### src/hw/rtl/rss_pkg.sv
// rss_pkg: shared types, request codes and the byte compare for the
// record substring search core. No dependencies.

package rss_pkg;

    localparam int PAT_CELLS   = 64;   // pattern bytes held, one per cell
    localparam int MAX_RECORDS = 256;  // records reported per clear

    // index of the last record that still gets a result beat
    localparam logic [7:0] REC_LAST = 8'(MAX_RECORDS - 1);

    localparam logic [2:0] REQ_CLEAR      = 3'd0;
    localparam logic [2:0] REQ_APPEND     = 3'd1;
    localparam logic [2:0] REQ_FIELD_BYTE = 3'd2;
    localparam logic [2:0] REQ_END_FIELD  = 3'd3;
    localparam logic [2:0] REQ_END_RECORD = 3'd4;

    localparam logic [1:0] FIELD_NAME   = 2'd0;
    localparam logic [1:0] FIELD_NUMBER = 2'd3;

    localparam logic [7:0] CH_ZERO  = 8'h30;
    localparam logic [7:0] CH_NINE  = 8'h39;
    localparam logic [7:0] CH_LO_A  = 8'h61;
    localparam logic [7:0] CH_LO_Z  = 8'h7a;
    localparam logic [7:0] CH_UP_A  = 8'h41;
    localparam logic [7:0] CH_UP_Z  = 8'h5a;
    localparam logic [7:0] CASE_BIT = 8'h20;

    typedef struct packed {
        logic [2:0]  req_type;
        logic [7:0]  data_byte;
        logic [30:0] reg_number;
    } req_beat_t;

    typedef struct packed {
        logic [7:0] record_index;
        logic       hit;
        logic [1:0] hit_field;
        logic [8:0] hit_count;
    } rsp_beat_t;

    // broadcast to every cell
    typedef struct packed {
        logic clear;   // drop the pattern
        logic append;  // load data byte into the first empty cell
        logic shift;   // advance partial matches by one field byte
        logic flush;   // zero partial matches
    } cell_ctrl_t;

    // letters compare without case, everything else exactly
    function automatic logic byte_match(input logic [7:0] p, input logic [7:0] c);
        logic is_letter;
        begin
            is_letter = ((p >= CH_LO_A) && (p <= CH_LO_Z)) ||
                        ((p >= CH_UP_A) && (p <= CH_UP_Z));
            if (is_letter)
                byte_match = ((c | CASE_BIT) == (p | CASE_BIT));
            else
                byte_match = (c == p);
        end
    endfunction

endpackage

### src/hw/rtl/rss_cell.sv
// rss_cell: one pattern byte and its partial-match bit.
// Depends on rss_pkg.

module rss_cell
    import rss_pkg::*;
(
    input  logic       clk,
    input  logic       rst_n,
    input  cell_ctrl_t ctrl,
    input  logic [7:0] data_byte,
    input  logic       prev_active,
    input  logic       prev_pm,
    input  logic       next_active,
    output logic       active,
    output logic       pm,
    output logic       hit
);

    logic       active_reg, active_next;
    logic       pm_reg, pm_next;
    logic [7:0] pat_reg;
    logic       load;
    logic       step;

    assign load = ctrl.append && !active_reg && prev_active;
    assign step = prev_pm && active_reg && byte_match(pat_reg, data_byte);

    always_comb
    begin
        active_next = active_reg;
        if (ctrl.clear)
            active_next = 1'b0;
        else if (load)
            active_next = 1'b1;

        pm_next = pm_reg;
        if (ctrl.flush)
            pm_next = 1'b0;
        else if (ctrl.shift)
            pm_next = step;
    end

    always_ff @(posedge clk or negedge rst_n)
    begin
        if (!rst_n)
        begin
            active_reg <= 1'b0;
            pm_reg     <= 1'b0;
        end
        else
        begin
            active_reg <= active_next;
            pm_reg     <= pm_next;
        end
    end

    always_ff @(posedge clk)
    begin
        if (load)
            pat_reg <= data_byte;
    end

    assign active = active_reg;
    assign pm     = pm_reg;
    // full pattern ends here when this is the last loaded cell
    assign hit    = ctrl.shift && step && !next_active;

endmodule

### src/hw/rtl/rss_obuf.sv
// rss_obuf: output register plus one skid entry for result beats.
// Depends on rss_pkg.

module rss_obuf
    import rss_pkg::*;
(
    input  logic      clk,
    input  logic      rst_n,
    input  logic      res_valid,
    input  rsp_beat_t res,
    output logic      full,
    output logic      rsp_valid,
    input  logic      rsp_stall,
    output rsp_beat_t rsp
);

    logic      out_valid_reg, out_valid_next;
    logic      skid_valid_reg, skid_valid_next;
    rsp_beat_t out_reg, out_next;
    rsp_beat_t skid_reg, skid_next;

    always_comb
    begin
        out_valid_next  = out_valid_reg;
        skid_valid_next = skid_valid_reg;
        out_next        = out_reg;
        skid_next       = skid_reg;
        if (!out_valid_reg || !rsp_stall)
        begin
            if (skid_valid_reg)
            begin
                out_valid_next  = 1'b1;
                out_next        = skid_reg;
                skid_valid_next = 1'b0;
            end
            else
            begin
                out_valid_next = res_valid;
                out_next       = res;
            end
        end
        else if (res_valid)
        begin
            skid_valid_next = 1'b1;
            skid_next       = res;
        end
    end

    always_ff @(posedge clk or negedge rst_n)
    begin
        if (!rst_n)
        begin
            out_valid_reg  <= 1'b0;
            skid_valid_reg <= 1'b0;
        end
        else
        begin
            out_valid_reg  <= out_valid_next;
            skid_valid_reg <= skid_valid_next;
        end
    end

    always_ff @(posedge clk)
    begin
        out_reg  <= out_next;
        skid_reg <= skid_next;
    end

    assign full      = skid_valid_reg;
    assign rsp_valid = out_valid_reg;
    assign rsp       = out_reg;

endmodule

### src/hw/rtl/record_substring_search_core.sv
// record_substring_search_core: case-insensitive pattern search over records.
// A result beat reaches rsp via the output register (skid entry first on a stall).
// Throughput: one request beat per cycle, every beat type; req_stall rises only
//   while the skid entry of the output buffer is occupied.
// Reset (rst_n, async, active low) empties the pattern, counters and buffers.
// Depends on rss_pkg, rss_cell, rss_obuf.

module record_substring_search_core
    import rss_pkg::*;
(
    input  logic      clk,
    input  logic      rst_n,
    input  logic      req_valid,
    output logic      req_stall,
    input  req_beat_t req,
    output logic      rsp_valid,
    input  logic      rsp_stall,
    output rsp_beat_t rsp
);

    logic accept;
    logic do_clear, do_append, do_field, do_end_field, do_end_record;

    logic [PAT_CELLS-1:0] act_vec, pm_vec, hit_vec;
    cell_ctrl_t           ctrl;
    logic                 pat_empty, pat_full, any_hit;

    // record and pattern bookkeeping
    logic [1:0]  field_number_reg, field_number_next;
    logic        record_matched_reg, record_matched_next;
    logic [1:0]  matched_field_reg, matched_field_next;
    logic [7:0]  record_counter_reg, record_counter_next;
    logic [8:0]  match_counter_reg, match_counter_next;
    logic        records_full_reg, records_full_next;
    logic [30:0] pattern_value_reg, pattern_value_next;
    logic        pattern_numeric_reg, pattern_numeric_next;

    logic        is_digit;
    logic [34:0] value_x10;
    logic        res_valid;
    rsp_beat_t   res;
    logic        rec_hit;
    logic [1:0]  rec_field;
    logic [8:0]  count_inc;

    assign accept = req_valid && !req_stall;

    // request decode
    always_comb
    begin
        do_clear      = 1'b0;
        do_append     = 1'b0;
        do_field      = 1'b0;
        do_end_field  = 1'b0;
        do_end_record = 1'b0;
        unique case (req.req_type)
            REQ_CLEAR:      do_clear      = accept;
            REQ_APPEND:     do_append     = accept;
            REQ_FIELD_BYTE: do_field      = accept;
            REQ_END_FIELD:  do_end_field  = accept;
            REQ_END_RECORD: do_end_record = accept;
            default:        ;  // unused codes are dropped
        endcase
    end

    assign pat_empty = !act_vec[0];
    assign pat_full  = act_vec[PAT_CELLS-1];

    // field bytes past the third field, or with no pattern, leave the cells alone
    assign ctrl.clear  = do_clear;
    assign ctrl.append = do_append;
    assign ctrl.shift  = do_field && (field_number_reg != FIELD_NUMBER) && !pat_empty;
    assign ctrl.flush  = do_clear || do_end_field || do_end_record;

    // cell chain: cell 0 always sees an open match start and a loaded left side
    genvar gi;
    generate
        for (gi = 0; gi < PAT_CELLS; gi++)
        begin : g_cell
            logic prev_act, prev_pm, next_act;
            if (gi == 0)
            begin : g_head
                assign prev_act = 1'b1;
                assign prev_pm  = 1'b1;
            end
            else
            begin : g_body
                assign prev_act = act_vec[gi-1];
                assign prev_pm  = pm_vec[gi-1];
            end
            if (gi == PAT_CELLS - 1)
            begin : g_tail
                assign next_act = 1'b0;
            end
            else
            begin : g_inner
                assign next_act = act_vec[gi+1];
            end

            rss_cell u_cell (
                .clk         (clk),
                .rst_n       (rst_n),
                .ctrl        (ctrl),
                .data_byte   (req.data_byte),
                .prev_active (prev_act),
                .prev_pm     (prev_pm),
                .next_active (next_act),
                .active      (act_vec[gi]),
                .pm          (pm_vec[gi]),
                .hit         (hit_vec[gi])
            );
        end
    endgenerate

    assign any_hit = |hit_vec;

    // decimal value of the pattern, tracked as bytes are appended
    assign is_digit  = (req.data_byte >= CH_ZERO) && (req.data_byte <= CH_NINE);
    assign value_x10 = {1'b0, pattern_value_reg, 3'b000}
                     + {3'b000, pattern_value_reg, 1'b0}
                     + {31'd0, 4'(req.data_byte - CH_ZERO)};

    // per-record verdict: empty pattern hits on the name, then a field match,
    // then the registration number
    always_comb
    begin
        rec_hit   = 1'b1;
        rec_field = FIELD_NAME;
        if (pat_empty)
            rec_field = FIELD_NAME;
        else if (record_matched_reg)
            rec_field = matched_field_reg;
        else if (pattern_numeric_reg && (req.reg_number == pattern_value_reg))
            rec_field = FIELD_NUMBER;
        else
        begin
            rec_hit   = 1'b0;
            rec_field = FIELD_NAME;
        end
    end

    assign count_inc = (rec_hit && (match_counter_reg != 9'h1ff))
                     ? match_counter_reg + 9'd1 : match_counter_reg;

    assign res_valid        = do_end_record && !records_full_reg;
    assign res.record_index = record_counter_reg;
    assign res.hit          = rec_hit;
    assign res.hit_field    = rec_field;
    assign res.hit_count    = count_inc;

    always_comb
    begin
        field_number_next    = field_number_reg;
        record_matched_next  = record_matched_reg;
        matched_field_next   = matched_field_reg;
        record_counter_next  = record_counter_reg;
        match_counter_next   = match_counter_reg;
        records_full_next    = records_full_reg;
        pattern_value_next   = pattern_value_reg;
        pattern_numeric_next = pattern_numeric_reg;

        if (do_clear)
        begin
            field_number_next    = FIELD_NAME;
            record_matched_next  = 1'b0;
            matched_field_next   = FIELD_NAME;
            record_counter_next  = 8'd0;
            match_counter_next   = 9'd0;
            records_full_next    = 1'b0;
            pattern_value_next   = 31'd0;
            pattern_numeric_next = 1'b1;
        end

        if (do_append && !pat_full && pattern_numeric_reg)
        begin
            if (is_digit && (value_x10[34:31] == 4'd0))
                pattern_value_next = value_x10[30:0];
            else
            begin
                pattern_numeric_next = 1'b0;
                pattern_value_next   = 31'd0;
            end
        end

        if (any_hit && !record_matched_reg)
        begin
            record_matched_next = 1'b1;
            matched_field_next  = field_number_reg;
        end

        if (do_end_field && (field_number_reg != FIELD_NUMBER))
            field_number_next = field_number_reg + 2'd1;

        if (do_end_record)
        begin
            if (!records_full_reg)
            begin
                match_counter_next = count_inc;
                if (record_counter_reg == REC_LAST)
                    records_full_next = 1'b1;
                else
                    record_counter_next = record_counter_reg + 8'd1;
            end
            field_number_next   = FIELD_NAME;
            record_matched_next = 1'b0;
            matched_field_next  = FIELD_NAME;
        end
    end

    always_ff @(posedge clk or negedge rst_n)
    begin
        if (!rst_n)
        begin
            field_number_reg    <= FIELD_NAME;
            record_matched_reg  <= 1'b0;
            matched_field_reg   <= FIELD_NAME;
            record_counter_reg  <= 8'd0;
            match_counter_reg   <= 9'd0;
            records_full_reg    <= 1'b0;
            pattern_value_reg   <= 31'd0;
            pattern_numeric_reg <= 1'b1;
        end
        else
        begin
            field_number_reg    <= field_number_next;
            record_matched_reg  <= record_matched_next;
            matched_field_reg   <= matched_field_next;
            record_counter_reg  <= record_counter_next;
            match_counter_reg   <= match_counter_next;
            records_full_reg    <= records_full_next;
            pattern_value_reg   <= pattern_value_next;
            pattern_numeric_reg <= pattern_numeric_next;
        end
    end

    // result beat leaves through a register; the skid entry absorbs one more
    rss_obuf u_obuf (
        .clk       (clk),
        .rst_n     (rst_n),
        .res_valid (res_valid),
        .res       (res),
        .full      (req_stall),
        .rsp_valid (rsp_valid),
        .rsp_stall (rsp_stall),
        .rsp       (rsp)
    );

endmodule
### config.mk
export PLATFORM = sky130hd
export DESIGN_NAME = record_substring_search_core
export DESIGN_NICKNAME = d
export VERILOG_FILES = /design/src/hw/rtl/rss_pkg.sv /design/src/hw/rtl/rss_cell.sv /design/src/hw/rtl/rss_obuf.sv /design/src/hw/rtl/record_substring_search_core.sv
export SDC_FILE = /design/constraint.sdc
export NUM_CORES = 1
export LEC_CHECK = 0
export BUFFER_PORTS_ARGS = -buffer_cell sky130_fd_sc_hd__buf_2
export CAP_MARGIN = 20
export CORE_ASPECT_RATIO = 0.5
export CORE_UTILIZATION = 55
export DETAILED_ROUTE_END_ITERATION = 8
export HOLD_SLACK_MARGIN = 0.05
export PLACE_DENSITY = 0.8
export SLEW_MARGIN = 20
export SYNTH_ARGS = -nofsm -noshare
export SYNTH_HDL_FRONTEND = slang
export SYNTH_HIERARCHICAL = 1
export SYNTH_SLANG_ARGS = --single-unit
### constraint.sdc
create_clock -name clk -period 26.5 [get_ports clk]
set_clock_uncertainty 0.2 [all_clocks]
set_input_delay 2.65 -clock clk [delete_from_list [all_inputs] [get_ports clk]]
set_output_delay 2.65 -clock clk [all_outputs]
set_load 0.005 [all_outputs]
; ---- Word level (Yosys, flattened, before mapping)
; Index checks and enable logic that the tools add are counted.
[totals]
ff_bits = 736
input_bits = 46
wordCells = 1698
[classes]
add_sub_neg = 6
order_cmp = 258
eq_ne = 136
mux = 359
bitwise = 1
reduce_logical = 729
[ops]
columns = operator, n
row1 = "greater-or-equal comparator 8 x 7 -> 1 bit, second input constant", 128
row2 = "less-or-equal comparator 8 x 7 -> 1 bit, second input constant", 128
row3 = logical AND 1 bit, 520
row4 = equality test 8 bit, 64
row5 = equality test 7 bit, 64
row6 = two-way mux 1 bit, 339
row7 = nonzero test 2 bit, 67
row8 = two-way mux 31 bit, 3
row9 = logical NOT 1 bit, 69
row10 = logical OR 1 bit, 67
row11 = OR reduction 64 bit, 1
row12 = two-way mux 9 bit, 4
row13 = adder 34 x 32 -> 35 bit, 1
row14 = adder 35 x 4 -> 35 bit, 1
row15 = two-way mux 8 bit, 4
row16 = equality test 31 bit, 1
row17 = two-way mux 20 bit, 1
row18 = two-way mux 2 bit, 8
row19 = "adder 9 x 1 -> 9 bit, second input constant", 1
row20 = "!= test 9 bit, second input constant", 1
row21 = "adder 8 x 1 -> 8 bit, second input constant", 1
row22 = "equality test 8 bit, second input constant", 1
row23 = "greater-or-equal comparator 8 x 6 -> 1 bit, second input constant", 1
row24 = "less-or-equal comparator 8 x 6 -> 1 bit, second input constant", 1
row25 = 11 further kinds, 13

; ---- Logic depth before layout (Yosys ltp)
; Gate-level depths: netlist (run 1).
[depth]
word_depth = 11
depth_mapped = 14

; ---- Hierarchy
; The synthesis (run 1) kept the hierarchy.
[by_module_without_submodules]
columns = mod, n_inst, cells_per_inst, area_each_um2
row1 = rss_cell (g_cell[0].u_cell ...), 63, 35, 471.7
row2 = record_substring_search_core, 1, 619, 5243.8
row3 = rss_obuf, 1, 68, 1527.7
row4 = rss_cell (g_cell[9].u_cell), 1, 35, 451.7

; ---- Worst setup path after synthesis (run 1)
; Ideal clock, no wire load.
[synth_path]
path_type = input to register
startpoint = input port req[40] (netlist bit)
endpoint = register pattern_value_reg[16]
setup_time_ns = 0.122
t_arrival_ns = 13.083
required_time_ns = 26.178
slack_ns = 13.095
cell_stages = 6
n_path_buf = 1
path_cell_list = nor4_1 -> and3b_1 -> nor2_1 -> clkbuf_1 -> nand2_1 -> o21ai_2
[synth_between]
elab_chain_cells = 5
elab_cells_between_ends = 8
[synth_lines]
columns = item, line
row1 = start: declaration, record_substring_search_core.sv:15  ; input req_beat_t req,
row2 = equality test 3 x 1 -> 1 bit, record_substring_search_core.sv:56  ; unique case (req.req_type)
row3 = two-way mux 1 bit, record_substring_search_core.sv:56
row4 = logical AND 1 bit (2 in series), record_substring_search_core.sv:174  ; if (do_append && !pat_full && pattern_numeric_reg)
row5 = two-way mux 31 bit or nonzero test 2 bit (tied branches), -
row6 = end signal: assignment, record_substring_search_core.sv:231  ; pattern_value_reg <= pattern_value_next;
row7 = end: declaration, record_substring_search_core.sv:35  ; logic [30:0] pattern_value_reg, pattern_value_next;
; Several ways; a longest one is shown, not always the timed one.
; A chain may end at the register's enable or synchronous reset.

; ---- Final worst setup path (run 1)
[layout_path]
startpoint = input port req[32] (netlist bit)
endpoint = register matched_field_reg[1]
[layout_between]
elab_chain_cells = 9
elab_cells_between_ends = 388
[layout_lines]
columns = item, line
row1 = equality test 8 bit or equality test 7 bit (tied branches), "rss_pkg.sv:59, rss_pkg.sv:57"
row2 = two-way mux 1 bit *, rss_pkg.sv:56  ; if (is_letter)
row3 = logical AND 1 bit *, rss_cell.sv:26  ; assign step = prev_pm && active_reg && byte_match(pat_reg, data_byte);
row4 = logical AND 1 bit * (2 in series), rss_cell.sv:66  ; assign hit = ctrl.shift && step && !next_active;
row5 = net hit_vec[20], record_substring_search_core.sv:24  ; logic [PAT_CELLS-1:0] act_vec, pm_vec, hit_vec;
row6 = OR reduction 64 bit *, record_substring_search_core.sv:115  ; assign any_hit = |hit_vec;
row7 = logical AND 1 bit *, record_substring_search_core.sv:185  ; if (any_hit && !record_matched_reg)
row8 = two-way mux 2 bit, record_substring_search_core.sv:185
row9 = two-way mux 2 bit, record_substring_search_core.sv:194  ; if (do_end_record)
row10 = end signal: assignment, record_substring_search_core.sv:227  ; matched_field_reg <= matched_field_next;
row11 = end: declaration, record_substring_search_core.sv:31  ; logic [1:0] matched_field_reg, matched_field_next;
; The timed path passes the listed nets; every way through them passes the cells marked *.

==> results by group, run 1 <==
Setup path
  – Crit path max fanout: between 50 and 60
  – Required @ worst endpoint: around 27 ns
  – Worst reg2reg startpoint: u_obuf/full
  – Critical Path Start Type: input port
  – Critical Path AT: ~7.2 ns
  – Crit. Startpoint: req[32]
  – Crit Path Category: input port to register
  – CP endpoint kind: register

Power
  – P_sw: approximately 0.52 mW
  – PD cells: 58.5 nW/µm²
  – IR Drop Worst-Case VDD: 0.0484 mV
  – Pleak: 14.3 nW
  – Clock power frac: 0.414
  – Total power: approximately 2.4 mW
  – Switch share: 0.219
  – Internal power: approximately 1.9 mW
  – Seq pwr share: 0.528
  – Comb pwr share: 0.058

Route
  – First-pass iteration count of the detailed router: 5
  – Vias: between 20000 and 25000
  – # DRC: 0
  – DR vias/cell: 6.05
  – Total Routed Length: around 80000 µm
  – Antenna-violating nets left: 0
  – WL per Instance: ~20 µm
  – Iteration-0 DRC Markers: between 2000 and 2500

Finish
  – Share of post-route cells with drive strength above 1: 0.123
  – Area of the multi-input gates: approximately 15000 µm²
  – Fillcell total: ~4800
  – Final Instance Area: roughly 41000 µm²
  – NumNets Final: about 3200
  – N_diodes: 0
  – Sequential cell area: 21200 µm²
  – Max reg flops: ~510
  – Syn-to-layout area delta: 10.4%
  – Final Util: 0.621
  – Final Non-Filler Cells: about 4000

Die
  – Core ar.: around 66000 µm²
  – Die Span Y: ~190 µm
  – IO Pins: slightly below 70
  – Die width: 368 µm
  – Starting Density: 0.562
  – Die ar.: 68200 µm²
  – Rows: 66

Synth
  – Syn Std Cell Area: roughly 37000 µm²
  – Cells after Synth: approximately 2900
  – Ys Warns: 6
  – Synthesized area per cell: around 13 µm²

Hold path
  – Hold Crit Start: g_cell[54].u_cell/pm
  – Worst min path class: register to register

Timing
  – Slew of the pin with the lowest slew margin: ~1.0 ns
  – RSZ-0062 raised after global routing: no
  – Min cycle time layout: a little under 7 ns
  – Setup violations, final: 0
  – Fmax: about 0.15 GHz
  – Final WS setup: approximately 20 ns
  – Slew HR: 0.302
  – Final Cycle Share: 0.260
  – Final Hold Vio Count: 0
  – Setup_tns: 0 ns
  – Final hold slack: approximately 0.28 ns
  – Max-slew violation count: 0

Global routing
  – Total Routing Usage GR: 0.237
  – Vias in the first global route: roughly 24000
  – First-pass GRT wire length: around 130000 µm
  – Largest net degree at the start of global routing: 100
  – Total grt overflow: 0
  – Initial antenna violation count: 0

CTS
  – Hold buffer count at CTS: 0
  – CTS root buf: clkbuf_16
  – Post-cts resize count: 0
  – Clock-pin slew on the worst setup and hold paths: about 0.06 ns
  – CTS Buffer Depth: 3
  – Clock sink total: roughly 740
  – Post-CTS Setup Bufs: 0
  – CTS tree: built
  – H-tree depth: 3
  – Clock Latency Late Sink: 0.62 ns
  – CTS buffer count: 68

Placement
  – Pre-CTS WS: about 19 ns
  – Cells after DPL: 3884
  – Dpl hpwl: between 40000 and 50000 µm
  – I/O Buffers: 67
  – DP Area: 38500 µm²
  – Routability congestion estimate: just over 0.9

Job
  – Max-Cap Viols: 0

Outcome
  – Outcome: finished, final reports clean
[critical path, stage by stage]
cell and delay (ns):
buf_6 0.43, buf_4 0.58, buf_4 0.64, xnor2_1 0.13, nand4_1 0.11, or4_1 0.14, nor3_1 0.08, nor4_1 0.71
nand4_1 0.31, nor4_1 0.78, nor2_1 0.16, inv_1 0.12, a21oi_1 0.06, a22o_1 0.20
[worst paths after layout]
kind,endpoint,slack (ns),cells after the start
worst max-delay path,matched_field_reg[1],19.62,14
worst min-delay path,g_cell[54].u_cell/pm,0.28,2
worst max register to register,matched_field_reg[1],21.15,14
worst min register to register,g_cell[54].u_cell/pm,0.28,2
max in group asynchronous,g_cell[38].u_cell/pm,22.87,2
min in group asynchronous,g_cell[48].u_cell/pm,1.86,1
[power by group through the flow]
| stage | logic [mW] | registers, mW | clock network (mW) |
|---|---|---|---|
| after floorplan | 0.0710 | 1.28 | 0 |
| after global placement | 0.134 | 1.28 | 0 |
| after detailed placement | 0.137 | 1.28 | 0 |
| after CTS | 0.139 | 1.26 | 0.999 |
| after global routing | 0.150 | 1.26 | 1.05 |
| final | 0.138 | 1.26 | 0.987 |
[layout by cell type (no fill, tap or decap), types with 32 or more instances in the layout]
| cell type | count |
|---|---|
| xnor2_1 | 434 |
| nor2_1 | 226 |
| o22a_1 | 64 |
| inv_1 | 85 |
| o21ai_0 | 38 |
| a31oi_4 | 63 |
| o21ai_2 | 32 |
| clkbuf_16 | 71 |
| edfxtp_1 | 552 |
| a21oi_1 | 176 |
| dfrtp_1 | 183 |
| nand2_1 | 273 |
| nor3_1 | 70 |
| xor2_1 | 145 |
| ha_1 | 65 |
| buf_2 | 58 |
| o31ai_2 | 62 |
| or4_1 | 128 |
| nand4_1 | 151 |
[layout make-up]
class | count | area share
Sequential cell | 736 | 0.520
Multi-Input combinational cell | 2084 | 0.375
Clock buffer | 104 | 0.0479
Tap cell | 884 | 0.0271
Timing Repair Buffer | 94 | 0.0150
Inverter | 86 | 0.00792
Clock inverter | 22 | 0.00669
[routing by layer]
metal  up-vias  GRT usage  share of wire
li1      11200          -              -
met1     12100      0.324           0.44
met2       804      0.391           0.47
met3       150     0.0403          0.068
met4         0     0.0672          0.022
met5         -          0              0
No activity file was read; power rests on OpenSTA's default activity.
==> run 2, diff against run 1 <==
==> constraint.sdc (replaced) <==
create_clock -name clk -period 7.1 [get_ports clk]
set_clock_uncertainty 0.2 [all_clocks]
set_input_delay 0.71 -clock clk [delete_from_list [all_inputs] [get_ports clk]]
set_output_delay 0.71 -clock clk [all_outputs]
set_load 0.005 [all_outputs]
==> run 2 against run 1 <==
Compared with the run above: die area unchanged; final area increased by 0.46%; clock power increased to 3.9 times the previous value; critical path type is now register to register; sequential cell count unchanged; highest routed layer unchanged; worst hold slack got worse by 0.12 ns; wire length about the same; largest power group unchanged; core utilization increased by 0.29 points; critical path depth increased by 1; count of clock-buffer cells in the layout decreased by 18; combinational power increased to 3.7 times the previous value.
==> results by group, run 2 (synthesis results as in run 1) <==
Route
  – Vias: 24200 (-0.32%)
  – Antenna-violating nets left: 0 (unchanged)
  – WL per Instance: 20.0 µm (+0.22%)
  – Total Routed Length: 80000 µm (about the same)
  – First-pass iteration count of the detailed router: 5 (unchanged)
  – # DRC: 0 (unchanged)
  – DR vias/cell: 6.04 (-0.17%)
  – Iteration-0 DRC Markers: 2024 (-4.8%)

Timing
  – Setup violations, final: 0 (unchanged)
  – Final Cycle Share: 0.695
  – Max-slew violation count: 0 (unchanged)
  – Slew HR: 0.309 (+0.00728)
  – Final Hold Vio Count: 0 (unchanged)
  – Slew of the pin with the lowest slew margin: 1.03 ns (-0.0204 ns)
  – Min cycle time layout: around 5 ns
  – Fmax: around 0.2 GHz
  – RSZ-0062 raised after global routing: no
  – Setup_tns: 0 ns (unchanged)

Setup path
  – Critical Path AT: 5.24 ns (-1.94 ns)
  – Crit. Startpoint: u_obuf/full
  – CP endpoint kind: register
  – Critical Path Start Type: register
  – R2r worst-path depth: 15 (+1)
  – Crit path max fanout: 76 (+43%)
  – R2R Path End: matched_field_reg[0]
  – Worst reg2reg startpoint: u_obuf/full
  – Required @ worst endpoint: 7.41 ns (-19.38 ns)
  – R2r setup slk: 2.17 ns (-18.98 ns)
  – Crit Path Category: register to register
  – Worst setup path end: matched_field_reg[0]

CTS
  – Clock-pin slew on the worst setup and hold paths: 0.07 ns (about the same)
  – CTS buffer count: 66 (-2.9%)
  – H-tree depth: 3 (unchanged)
  – CTS tree: built
  – CTS Buffer Depth: 3 (unchanged)
  – Hold buffer count at CTS: 1 (+1)
  – Clock Latency Late Sink: 0.63 ns (about the same)
  – CTS root buf: clkbuf_16
  – Clock sink total: 736 (unchanged)
  – Post-CTS Setup Bufs: 0 (unchanged)
  – Post-cts resize count: 0 (unchanged)

Global routing
  – Initial antenna violation count: 0 (unchanged)
  – Total Routing Usage GR: 0.237 (+0.000547)
  – Largest net degree at the start of global routing: 130 (+30%)
  – First-pass GRT wire length: 130000 µm (+0.80%)
  – Vias in the first global route: 24600 (+1.1%)
  – Total grt overflow: 0 (unchanged)

Finish
  – Area of the multi-input gates: 15300 µm² (about the same)
  – N_diodes: 0 (unchanged)
  – Final Non-Filler Cells: 4004 (-0.15%)
  – Commonest non-fill, non-tap cell in the layout: edfxtp_1
  – Share of post-route cells with drive strength above 1: 0.124 (+0.00152)
  – Sequential cell area: 21200 µm² (unchanged)
  – NumNets Final: 3179 (-0.13%)
  – Commonest non-fill, non-tap cells in the layout: 552 x edfxtp_1, 434 x xnor2_1, 273 x nand2_1
  – Syn-to-layout area delta: 10.9%
  – Fillcell total: 4734 (-0.78%)
  – Max reg flops: 512 (unchanged)

Die
  – Core ar.: 65700 µm² (unchanged)
  – Rows: 66 (unchanged)
  – Starting Density: 0.562 (unchanged)
  – Die ar.: 68200 µm² (unchanged)
  – IO Pins: 68 (unchanged)
  – Die Span Y: 185 µm (unchanged)
  – Die width: 368 µm (unchanged)

Power
  – P_sw: 1.96 mW (+280%)
  – PD cells: 221 nW/µm² (+280%)
  – Total power: 9.06 mW (+280%)
  – Seq pwr share: 0.519 (-0.009)
  – Pleak: 14.3 nW (+0.55%)
  – Clock power frac: 0.424 (+0.010)
  – Internal power: 7.10 mW (+280%)
  – IR Drop Worst-Case VDD: 0.146 mV (+200%)
  – Comb pwr share: 0.057 (about the same)
  – Switch share: 0.217 (-0.00276)

Job
  – Max-Cap Viols: 0 (unchanged)

Placement
  – I/O Buffers: 67 (unchanged)
  – Routability congestion estimate: 0.898 (-1.2%)
  – Dpl hpwl: 48300 µm (-1.4%)
  – Cells after DPL: 3881 (-0.077%)

Outcome
  – Outcome: finished, final reports clean

Hold path
  – Worst min path class: input port to register
==> run 2: changes by cell type in the layout (fill, tap and decap cells not counted), sizes merged <==
cell         delta
clkbuf         -18
bufinv          +6
clkinv          +6
buf             -3
clkinvlp        +1
dlygate4sd3     +1
inv             +1
==> run 2: layout make-up <==
type,instances,share of cell area
Sequential cell,736,0.518
Multi-Input combinational cell,2084,0.374
Clock buffer,86,0.0449
Tap cell,884,0.0270
Timing Repair Buffer,92,0.0167
Clock inverter,36,0.0119
Inverter,86,0.00789
==> run 2: power groups by stage <==
| stage | combinational [mW] | clock [mW] | sequential, mW |
|---|---|---|---|
| 2_1_floorplan | 0.261 | 0 | 4.79 |
| 3_3_place_gp | 0.497 | 0 | 4.80 |
| 3_5_place_dp | 0.513 | 0 | 4.80 |
| 5_1_grt | 0.560 | 4.06 | 4.71 |
| 6_report | 0.516 | 3.84 | 4.71 |
| 4_1_cts | 0.518 | 3.90 | 4.71 |
==> run 2: metal layers <==
layer  GRT usage  up-vias  part of all wire
met5           0        -                 0
met4      0.0606        0             0.018
met3      0.0417      134             0.060
met2       0.399      789              0.48
met1       0.321    12100              0.44
li1            -    11200                 -
==> run 2: worst max-delay path, cell delays in order (launching register included) <==
cell	delay (ns)
dfrtp_1	0.33
buf_4	0.30
nand2b_1	0.40
nor2_1	0.12
and3_4	0.39
buf_12	0.28
nand4_1	0.13
or4_1	0.16
nor3_1	0.09
nor4_1	0.66
nand4_1	0.28
nor4_1	0.89
nor2_1	0.15
inv_1	0.12
a21oi_1	0.06
a22o_1	0.21
==> run 2: per-stage QoR <==
step	area, µm²	utilization	hold slack, ns	setup WS (ns)
finish	40900	0.623	0.160	2.17
global route	40900	0.623	0.129	1.98
CTS	40900	0.623	0.132	2.21
detailed placement	38600	0.588	0.277	1.88
global placement	38600	0.588	0.265	2.01
floorplan	36900	-	0.214	1.97
==> run 2: how the worst min path moves through the flow <==
stage / slack (ns) / cells past startpoint / from / endpoint
2_1_floorplan: 0.21 / 0 / rst_n / field_number_reg[0]
3_3_place_gp: 0.26 / 1 / match_counter_reg[6] / match_counter_reg[6]
3_5_place_dp: 0.28 / 2 / g_cell[59].u_cell/pm / g_cell[59].u_cell/pm
4_1_cts: 0.13 / 2 / rsp_stall / u_obuf/full
5_1_grt: 0.13 / 2 / rsp_stall / u_obuf/full
6_report: 0.16 / 2 / rsp_stall / u_obuf/full
==> run 3, diff against run 2 <==
--- a/config.mk
+++ b/config.mk
@@ -11,7 +11,7 @@
 export CORE_UTILIZATION = 55
 export DETAILED_ROUTE_END_ITERATION = 8
 export HOLD_SLACK_MARGIN = 0.05
-export PLACE_DENSITY = 0.8
+export PLACE_DENSITY = 0.83
 export SLEW_MARGIN = 20
 export SYNTH_ARGS = -nofsm -noshare
 export SYNTH_HDL_FRONTEND = slang
==> constraint.sdc (replaced) <==
create_clock -name clk -period 4.39 [get_ports clk]
set_clock_uncertainty 0.2 [all_clocks]
set_input_delay 0.439 -clock clk [delete_from_list [all_inputs] [get_ports clk]]
set_output_delay 0.439 -clock clk [all_outputs]
set_load 0.005 [all_outputs]
==> run 3 against run 2 <==
Compared with the run above: total power up 58%; global-route usage increased by 1.1 points; final cell count increased by 1.8%; highest routed layer unchanged; combinational power rose by 80%.
==> results by group, run 3 (synthesis results as in run 1) <==
Route
  – WL per Instance: 20.7 µm (+3.7%)
  – Vias: 24900 (+2.7%)
  – Total Routed Length: 84500 µm (+5.6%)
  – # DRC: 0 (unchanged)
  – DR vias/cell: 6.10 (+0.91%)
  – First-pass iteration count of the detailed router: 7 (+2)
  – Iteration-0 DRC Markers: 2373 (+17%)
  – Antenna-violating nets left: 0 (unchanged)

Setup path
  – Critical Path Start Type: register
  – Crit path cell chain: ha_1 -> nand2b_1 -> nor2_2 -> and3_4 -> buf_12 -> buf_12 -> nand4_1 -> or4_1 -> nor3_1 -> nor4_1 -> nand4_1 -> nor4_1 -> nor2_1 -> inv_1 -> a21oi_1 -> a22o_1
  – Critical Path AT: 4.61 ns (-0.63 ns)
  – Critical path's slowest cell: or4_1
  – Crit path max fanout: 11 (-86%)
  – CP endpoint kind: register
  – Crit Path Category: register to register
  – Required @ worst endpoint: 4.74 ns (-2.67 ns)
  – Crit-path max cell delay: 0.59 ns (-0.30 ns)

Power
  – IR Drop Worst-Case VDD: 0.309 mV (+110%)
  – PD cells: 344 nW/µm² (+55%)
  – Pleak: 14.6 nW (+2.0%)

Die
  – Starting Density: 0.562 (unchanged)
  – Rows: 66 (unchanged)
  – Die ar.: 68200 µm² (unchanged)
  – Die width: 368 µm (unchanged)
  – Core ar.: 65700 µm² (unchanged)
  – Die Span Y: 185 µm (unchanged)
  – IO Pins: 68 (unchanged)

Finish
  – NumNets Final: 3252 (+2.3%)
  – Sequential cell area: 21200 µm² (about the same)
  – Max reg flops: 512 (unchanged)
  – Share of post-route cells with drive strength above 1: 0.161 (+0.0364)
  – Fillcell total: 4548 (-3.9%)
  – Commonest non-fill, non-tap cells in the layout: 552 x edfxtp_1, 434 x xnor2_1, 273 x nand2_1
  – Syn-to-layout area delta: 13.0%
  – Commonest non-fill, non-tap cell in the layout: edfxtp_1
  – Area of the multi-input gates: 15500 µm² (+1.3%)
  – Final Util: 0.635 (+0.0117)
  – N_diodes: 0 (unchanged)

Placement
  – I/O Buffers: 67 (unchanged)
  – Routability congestion estimate: 0.919 (+2.3%)
  – Dpl hpwl: 54200 µm (+12%)

CTS
  – CTS root buf: clkbuf_16
  – Clock-pin slew on the worst setup and hold paths: 0.07 ns (about the same)
  – CTS tree: built
  – CTS buffer count: 67 (+1.5%)
  – Clock sink total: 736 (unchanged)
  – H-tree depth: 3 (unchanged)
  – CTS Buffer Depth: 3 (unchanged)
  – Clock Latency Late Sink: 0.61 ns (-0.02 ns)

Outcome
  – Outcome: finished, final reports clean

Hold path
  – Worst min path class: input port to register

Timing
  – Setup_tns: 0 ns (unchanged)
  – Final Hold Vio Count: 0 (unchanged)
  – Min cycle time layout: 4.26 ns (-0.677 ns)
  – Max-slew violation count: 0 (unchanged)
  – Fmax: 0.235 GHz (+16%)
  – Slew HR: 0.364 (+0.0553)
  – Slew of the pin with the lowest slew margin: 0.954 ns (-0.0735 ns)
  – Final Cycle Share: 0.969 (+0.275)
  – Setup violations, final: 0 (unchanged)
  – RSZ-0062 raised after global routing: no

Global routing
  – Initial antenna violation count: 2 (+2)
  – Largest net degree at the start of global routing: 130 (unchanged)
  – Total Routing Usage GR: 0.248 (+0.0108)
  – Vias in the first global route: 25100 (+2.1%)
  – First-pass GRT wire length: 134000 µm (+3.8%)
  – Total grt overflow: 0 (unchanged)

Job
  – Max-Cap Viols: 0 (unchanged)
## run 3: area by class of cell
class / instances / share of cell area
flip-flops and latches: 736 / 0.508
multi-input cells: 2085 / 0.372
clock buffers: 99 / 0.0461
repair buffers: 163 / 0.0346
well taps: 884 / 0.0265
inverters: 86 / 0.00774
clock inverters: 23 / 0.00522
## run 3: timing repair
action / CTS / global route
gates resized for setup: 0 / 3
hold buffers: 6 / 0
endpoints found under the hold margin: 110 / 0
buffers inserted: 0 / 2
setup endpoints to repair: 0 / 2
## run 3: per-stage QoR
step / setup WS, ns / cells / total power, mW / hold slack (ns) / instance area, µm²
finish: 0.134 / 4076 / 14.3 / 0.0719 / 41700
CTS: 0.0754 / 4073 / 14.4 / 0.0531 / 41600
global route: 0.000703 / 4076 / 14.8 / 0.0568 / 41700
floorplan: -0.484 / 2925 / 8.17 / -0.0566 / 37100
detailed placement: 0.0211 / 3945 / 8.66 / 0.273 / 39400
global placement: 0.111 / 3945 / 8.63 / 0.265 / 39400
## run 3: worst paths after layout
kind | start | endpoint | slack (ns) | cells past startpoint
setup / recovery | field_number_reg[0] | matched_field_reg[1] | 0.13 | 16
hold / removal | req[31] | g_cell[40].u_cell/pat_reg[0] | 0.07 | 1
setup reg to reg | field_number_reg[0] | matched_field_reg[1] | 0.13 | 16
hold reg to reg | g_cell[54].u_cell/pm | g_cell[54].u_cell/pm | 0.28 | 2
max in group asynchronous | rst_n | g_cell[57].u_cell/active | 2.65 | 3
min in group asynchronous | rst_n | g_cell[42].u_cell/active | 0.28 | 2
## run 3: worst max-delay path, delay by kind of cell (launching register included)
kind / cells / cell delay, ns
compound gates: 2 / 0.31
fa+ha+maj: 1 / 0.22
buf+inv: 3 / 0.40
flops: 1 / 0.42
simple gates: 10 / 2.64
## run 3: where the power goes
part           total (mW)  switching (mW)  internal [mW]
Combinational       0.927           0.581          0.346
Sequential           7.61          0.0579           7.55
Clock                5.80            2.52           3.28
Total                14.3            3.16           11.2
## run 3: per-layer routing
layer | vias to the layer above | global-route usage | part of all wire
met3 | 181 | 0.0389 | 0.071
met4 | 0 | 0.0770 | 0.026
met5 | - | 0 | 0
met2 | 956 | 0.414 | 0.48
li1 | 11400 | - | -
met1 | 12400 | 0.335 | 0.43
